`src/rtl/core/rpdma_pkg.sv`:
```
// ----------------------------------------------------------------------------
// rpdma_pkg
// Shared types and codes for the register programmed DMA copier.
// ----------------------------------------------------------------------------
package rpdma_pkg;

  localparam logic [1:0] OP_REG_WRITE = 2'd0;
  localparam logic [1:0] OP_TICK      = 2'd1;
  localparam logic [1:0] OP_READ_DATA = 2'd2;

  localparam logic [31:0] OFS_SOURCE = 32'h0000_0000;
  localparam logic [31:0] OFS_TARGET = 32'h0000_0004;
  localparam logic [31:0] OFS_COUNT  = 32'h0000_0008;
  localparam logic [31:0] OFS_START  = 32'h0000_000C;

  localparam logic [1:0] PHASE_READ  = 2'd0;
  localparam logic [1:0] PHASE_WRITE = 2'd1;

  localparam logic [31:0] WORD_BYTES = 32'd4;
  localparam logic [2:0]  FULL_LEN   = 3'd4;

  typedef struct packed {
    logic        request_valid;
    logic        request_is_write;
    logic [31:0] request_address;
    logic [31:0] request_data;
    logic [2:0]  request_length;
    logic        interrupt_level;
  } rslt_t;

endpackage

```
`src/rtl/core/register_programmed_dma_copier.sv`:
```
// ----------------------------------------------------------------------------
// register_programmed_dma_copier
// Single-channel DMA engine programmed through a four-register window.
//
//   channel | direction | handshake           | content
//   in_     | input     | in_valid/in_stall   | bus write, tick or read data
//   out_    | output    | out_valid/out_stall | master request and irq level
//   cfg_    | input     | cfg_write_enable    | register window base address
//
// One word per cycle sustained while out_stall stays low; each word sees one
// register update (one offset subtractor and the pointer adders) and its
// result is registered. A two-entry output buffer (output register plus
// skid) lets a word enter while a result waits; in_stall rises only when
// both are full. Synchronous active-low reset clears all engine state.
// ----------------------------------------------------------------------------
module register_programmed_dma_copier (
  input  logic        clk,
  input  logic        rst_n,
  input  logic        cfg_write_enable,
  input  logic [31:0] cfg_write_data,
  input  logic        in_valid,
  output logic        in_stall,
  input  logic [1:0]  in_opcode,
  input  logic [31:0] in_bus_address,
  input  logic [31:0] in_write_value,
  input  logic [31:0] in_read_data,
  input  logic        in_soft_reset,
  output logic        out_valid,
  input  logic        out_stall,
  output logic        out_request_valid,
  output logic        out_request_is_write,
  output logic [31:0] out_request_address,
  output logic [31:0] out_request_data,
  output logic [2:0]  out_request_length,
  output logic        out_interrupt_level
);

  logic [31:0] base_r;
  logic [31:0] src_r, src_nxt;
  logic [31:0] tgt_r, tgt_nxt;
  logic [31:0] cnt_r, cnt_nxt;
  logic        start_r, start_nxt;
  logic        irq_r, irq_nxt;
  logic [1:0]  phase_r, phase_nxt;
  logic [31:0] held_r, held_nxt;

  rpdma_pkg::rslt_t res;
  rpdma_pkg::rslt_t out_r, skid_r;
  logic             out_valid_r, skid_valid_r;

  logic        accept;
  logic        take;
  logic [31:0] offset;

  assign accept = in_valid && !skid_valid_r;
  assign take   = out_valid_r && !out_stall;
  assign offset = in_bus_address - base_r;

  always_comb begin
    src_nxt   = src_r;
    tgt_nxt   = tgt_r;
    cnt_nxt   = cnt_r;
    start_nxt = start_r;
    irq_nxt   = irq_r;
    phase_nxt = phase_r;
    held_nxt  = held_r;
    res       = '0;
    unique case (in_opcode)
      rpdma_pkg::OP_REG_WRITE: begin
        if (offset == rpdma_pkg::OFS_SOURCE) begin
          src_nxt = in_write_value;
        end else if (offset == rpdma_pkg::OFS_TARGET) begin
          tgt_nxt = in_write_value;
        end else if (offset == rpdma_pkg::OFS_COUNT) begin
          cnt_nxt = in_write_value;
        end else if (offset == rpdma_pkg::OFS_START) begin
          start_nxt = (in_write_value == 32'd1);
        end
      end
      rpdma_pkg::OP_TICK: begin
        if (in_soft_reset) begin
          src_nxt   = '0;
          tgt_nxt   = '0;
          cnt_nxt   = '0;
          start_nxt = 1'b0;
          irq_nxt   = 1'b0;
        end
        if (irq_nxt && !start_nxt) begin
          irq_nxt = 1'b0;
        end
        if (start_nxt && !irq_nxt) begin
          res.request_valid = 1'b1;
          if (phase_r == rpdma_pkg::PHASE_READ) begin
            res.request_address = src_nxt;
            res.request_length  = rpdma_pkg::FULL_LEN;
            phase_nxt           = rpdma_pkg::PHASE_WRITE;
          end else begin
            res.request_is_write = 1'b1;
            res.request_address  = tgt_nxt;
            res.request_data     = held_r;
            res.request_length   = (cnt_nxt >= 32'd1 && cnt_nxt <= 32'd3) ?
                                   cnt_nxt[2:0] : rpdma_pkg::FULL_LEN;
            if (cnt_nxt > rpdma_pkg::WORD_BYTES) begin
              src_nxt = src_nxt + rpdma_pkg::WORD_BYTES;
              tgt_nxt = tgt_nxt + rpdma_pkg::WORD_BYTES;
              cnt_nxt = cnt_nxt - rpdma_pkg::WORD_BYTES;
            end else begin
              src_nxt = '0;
              tgt_nxt = '0;
              cnt_nxt = '0;
              irq_nxt = 1'b1;
            end
            phase_nxt = rpdma_pkg::PHASE_READ;
          end
        end
      end
      rpdma_pkg::OP_READ_DATA: begin
        held_nxt = in_read_data;
      end
      default: begin
      end
    endcase
    res.interrupt_level = irq_nxt;
  end

  always_ff @(posedge clk) begin
    if (!rst_n) begin
      base_r  <= '0;
      src_r   <= '0;
      tgt_r   <= '0;
      cnt_r   <= '0;
      start_r <= 1'b0;
      irq_r   <= 1'b0;
      phase_r <= rpdma_pkg::PHASE_READ;
      held_r  <= '0;
    end else begin
      if (cfg_write_enable) begin
        base_r <= cfg_write_data;
      end
      if (accept) begin
        src_r   <= src_nxt;
        tgt_r   <= tgt_nxt;
        cnt_r   <= cnt_nxt;
        start_r <= start_nxt;
        irq_r   <= irq_nxt;
        phase_r <= phase_nxt;
        held_r  <= held_nxt;
      end
    end
  end

  always_ff @(posedge clk) begin
    if (!rst_n) begin
      out_valid_r  <= 1'b0;
      skid_valid_r <= 1'b0;
    end else if (take) begin
      if (skid_valid_r) begin
        out_valid_r  <= 1'b1;
        skid_valid_r <= 1'b0;
      end else begin
        out_valid_r <= accept;
      end
    end else if (accept) begin
      if (out_valid_r) begin
        skid_valid_r <= 1'b1;
      end else begin
        out_valid_r <= 1'b1;
      end
    end
  end

  always_ff @(posedge clk) begin
    if (take) begin
      if (skid_valid_r) begin
        out_r <= skid_r;
      end else if (accept) begin
        out_r <= res;
      end
    end else if (accept) begin
      if (out_valid_r) begin
        skid_r <= res;
      end else begin
        out_r <= res;
      end
    end
  end

  assign in_stall             = skid_valid_r;
  assign out_valid            = out_valid_r;
  assign out_request_valid    = out_r.request_valid;
  assign out_request_is_write = out_r.request_is_write;
  assign out_request_address  = out_r.request_address;
  assign out_request_data     = out_r.request_data;
  assign out_request_length   = out_r.request_length;
  assign out_interrupt_level  = out_r.interrupt_level;

endmodule

```
`config.mk`:
```
export PLATFORM = sky130hd
export DESIGN_NAME = register_programmed_dma_copier
export DESIGN_NICKNAME = d
export VERILOG_FILES = /design/src/rtl/core/rpdma_pkg.sv /design/src/rtl/core/register_programmed_dma_copier.sv
export SDC_FILE = /design/constraint.sdc
export NUM_CORES = 1
export LEC_CHECK = 0
export BUFFER_PORTS_ARGS = -buffer_cell sky130_fd_sc_hd__buf_2
export CAP_MARGIN = 20
export CORE_MARGIN = 2
export CORE_UTILIZATION = 55
export CTS_BUF_LIST = sky130_fd_sc_hd__clkbuf_4
export CTS_CLUSTER_DIAMETER = 80
export CTS_CLUSTER_SIZE = 12
export DETAILED_ROUTE_END_ITERATION = 10
export HOLD_SLACK_MARGIN = 0.03
export PLACE_DENSITY = 0.76
export RECOVER_POWER = 25
export SLEW_MARGIN = 20
export SYNTH_ARGS = -nofsm -noshare
export SYNTH_HDL_FRONTEND = slang
export SYNTH_SLANG_ARGS = --single-unit
```
`constraint.sdc`:
```
create_clock -name clk -period 6.7 [get_ports clk]
set_input_delay 1.34 -clock clk [delete_from_list [all_inputs] [get_ports clk]]
set_output_delay 1.34 -clock clk [all_outputs]
set_load 0.01 [all_outputs]
```
==> impl_results.md <==
- Distinct cells, synth: 86
- Syn_area_per_cell: 9.032 sq um
- Seq cells post-synth: 305
- Hold Slack: 0.4712 ns
- Most numerous cell in the Yosys netlist: nand2_1
- Post-Route WL: 46590 um
- Xor and xnor area share after synthesis: 0.02014
- Worst-Skew Late Latency: 0.78 ns
- Post_cts resized: 0
- Hold WC Path Type: register to register
- Post-synthesis mux area share: 0.07900
- Switching Share: 0.2878
- Compound-Gate Fraction of Synth Area: 0.1883
- Synth Area in Adders: 0.02582
- Seq/Total Area, Yosys: 0.4426
- Syn. warnings: 0
- VDD IR max: 0.1585 mV
- Vias in the first global route: 14160
- CP Capture Type: register
- Worst Clk Skew: 0.04635 ns
- Core Rows: 64
- Max clock buf depth: 3
- Arrival time worst endpoint: 5.75 ns
- Vias post-DR: 14910
- Slew headroom: -1.540
- Antenna-violating nets left: 0
- Syn Nets: 2049
- CP Data Required Time: 7.39 ns
- TritonCTS buffer count: 29
- Die Y-Extent: 179.6 um
- CTS tree: built
- Drt drc: 0
- All-Layer GR Usage: 0.2814
- Final Hold Fails: 0
- CTS Sinks: 305
- Initial Util: 0.5560
- Fmax: 197.6 MHz
- Max Slew Vio Count: 188
- Mapped Cells: 1878
- CTS H-Tree Depth: 1
- Post-DP HPWL: 32740 um
- LEAKAGE: 7.065 nW
- RSZ-0062 raised after global routing: false
- Number of flops mapped to enable cells by yosys: 140
- Largest family of logic cells by synthesized area: simple AND/OR/NAND/NOR gates
- Synth top area cells: edfxtp_1 (25%), dfxtp_1 (19%), nand2_1 (6.1%)
- Max-Cap Viols: 3
- Congestion Overflow GR: 0
- # setup viols final: 0
- Synth top area share: 0.2478
- Psw: 1.052 mW
- Status: complete, but fails checks
- Startpoint Class: primary input
- Slew @ Worst Pin: 3.810 ns
- Iter 0 DRT Violations: 1391
- Async SR Flop Fraction: 0
- Die area: 32260 sq um
- Synth Cell Area: 16960 sq um
- CTS root buffer: clkbuf_4
- Logic pwr share: 0.171
- Tcrit/Tclk final: 0.7552
- Placed inst area: 18180 sq um
- Largest net degree at the start of global routing: 103
- I/O Buffers: 207
- Fill count: 2734
- Sequential cell area: 7508 sq um
- Clk pin slew, worst setup/hold paths: 0.13 ns
- # IOs: 208
- Synth Area in Simple Gates: 0.1999
- First-pass GRT wire length: 75060 um
- Internal power: 2.603 mW
- DR pass1 iterations: 5
- Final min period: 5.060 ns
- Hold_buf cts: 0
- Setup TNS Final: 0 ns
- Initial antenna violation count: 3
- Failing checks: capacitance limit, slew limit
- Sequential power share: 0.565
- Top_reg_cell synth: dfxtp_1
- PD cells: 196.9 nW/um^2
- Clk network pwr share: 0.264
- Area growth syn-to-layout: 9.442%
- Multi-input logic area: 8737 sq um
- Cell taking the most area after synthesis: edfxtp_1
- Routability cong.: 0.9412
- Most common library cells after synthesis: nand2_1 (274), dfxtp_1 (165), nor2_1 (153), edfxtp_1 (140), a21oi_1 (104)
- Critical setup path kind: primary input to register
- Area of the core: 30510 sq um
- Avg WL per Cell: 19.16 um
- Share of post-route cells with drive strength above 1: 0.1722
- Final instance area: 18560 sq um
- Final #Nets: 2185
- Die width: 179.6 um
- Post-CTS setup buffer count: 0
- Crit Path Max Fanout: 89
- Drt via density: 6.129
## cell type report
| cell class | instances | area share |
|---|---|---|
| diodes | 3 | 0.0004044 |
| clock buffers | 47 | 0.01901 |
| clock inverters | 3 | 0.002089 |
| inverters | 54 | 0.01092 |
| multi-input cells | 1392 | 0.4706 |
| flip-flops and latches | 305 | 0.4045 |
| well taps | 396 | 0.02669 |
| repair buffers | 232 | 0.06578 |
## cells by family after synthesis
kind of cell | after synthesis
AND/OR/NAND/NOR | 714
adder cells (fa/ha/maj) | 35
AO/OA/AOI/OAI | 475
XOR/XNOR | 39
multiplexers | 129
flip-flops | 305
buffers and inverters | 181
## metrics by stage
| step | utilization | power, mW | cells | setup slack [ns] |
|---|---|---|---|---|
| after floorplan | - | 2.507 | 1878 | 1.258 |
| after global placement | 0.5958 | 2.707 | 2379 | 1.260 |
| after detailed placement | 0.5958 | 2.714 | 2379 | 1.227 |
| after CTS | 0.6086 | 3.655 | 2429 | 1.992 |
| after global routing | 0.6084 | 3.815 | 2431 | 1.362 |
| final | 0.6085 | 3.655 | 2432 | 1.640 |
## sequential cells by signal, summed over array words and instances, names as in the netlist
name / cells
phase_r: 1
out_request_data: 32
out_interrupt_level: 1
irq_r: 1
out_request_is_write: 1
out_valid: 1
src_r: 32
out_request_address: 32
held_r: 32
tgt_r: 32
cnt_r: 32
skid_r: 70
out_request_valid: 1
in_stall: 1
out_request_length: 3
start_r: 1
base_r: 32
## cells in the final DEF (no fill, tap or decap), drive strengths merged, types with 7 or more instances in the layout
cell type / Yosys / final
a21o: 14 / 14
xor2: 17 / 17
nor2: 153 / 153
inv: 53 / 54
a21boi: 39 / 39
buf: 37 / 229
nand2: 275 / 275
nand3: 32 / 32
a311oi: 11 / 11
o21ai: 109 / 109
nor4: 14 / 14
nor3: 38 / 38
nand2b: 23 / 23
and3: 56 / 56
o31ai: 58 / 58
clkbuf: 90 / 50
o211ai: 11 / 11
mux2: 39 / 39
xnor2: 22 / 22
ha: 35 / 35
nor2b: 42 / 42
nand4: 29 / 29
edfxtp: 140 / 140
o211a: 10 / 10
o41ai: 12 / 12
and2: 7 / 7
o22ai: 18 / 18
mux2i: 90 / 90
a221oi: 7 / 7
a31oi: 19 / 19
a21oi: 106 / 106
or3: 12 / 12
o21a: 7 / 7
dfxtp: 165 / 165
## worst paths after layout
path,slack [ns],end,cells after the start,from
worst min register to register,0.47,held_r[10]$_SDFFE_PN0P_,2,held_r[10]$_SDFFE_PN0P_
worst min-delay path,0.47,held_r[10]$_SDFFE_PN0P_,2,held_r[10]$_SDFFE_PN0P_
worst max register to register,2.23,cnt_r[12]$_SDFFE_PN0P_,14,base_r[3]$_SDFFE_PN0P_
worst max-delay path,1.64,tgt_r[7]$_SDFFE_PN0P_,5,rst_n
## routing by layer
| metal | wire length (um) | up-vias | share of wire | global-route usage |
|---|---|---|---|---|
| met5 | 0 | - | 0 | 0 |
| met4 | 1099 | 0 | 0.024 | 0.07089 |
| met3 | 3859 | 83 | 0.083 | 0.04660 |
| met2 | 20410 | 643 | 0.44 | 0.4354 |
| met1 | 21220 | 7048 | 0.46 | 0.4116 |
| li1 | - | 7132 | - | - |
## power groups by stage
stage	combinational [mW]	sequential (mW)	clock (mW)
3_5_place_dp	0.610	2.10	0
6_report	0.624	2.07	0.965
2_1_floorplan	0.394	2.11	0
5_1_grt	0.682	2.08	1.06
4_1_cts	0.613	2.06	0.980
3_3_place_gp	0.605	2.10	0
## worst max-delay path, cell delays in order
cell and delay [ns]:
clkbuf_1 2.47, buf_4 0.76, inv_1 0.33, buf_4 0.43
o32ai_1 0.35
Note: power is estimated with default switching activity, not from simulation.
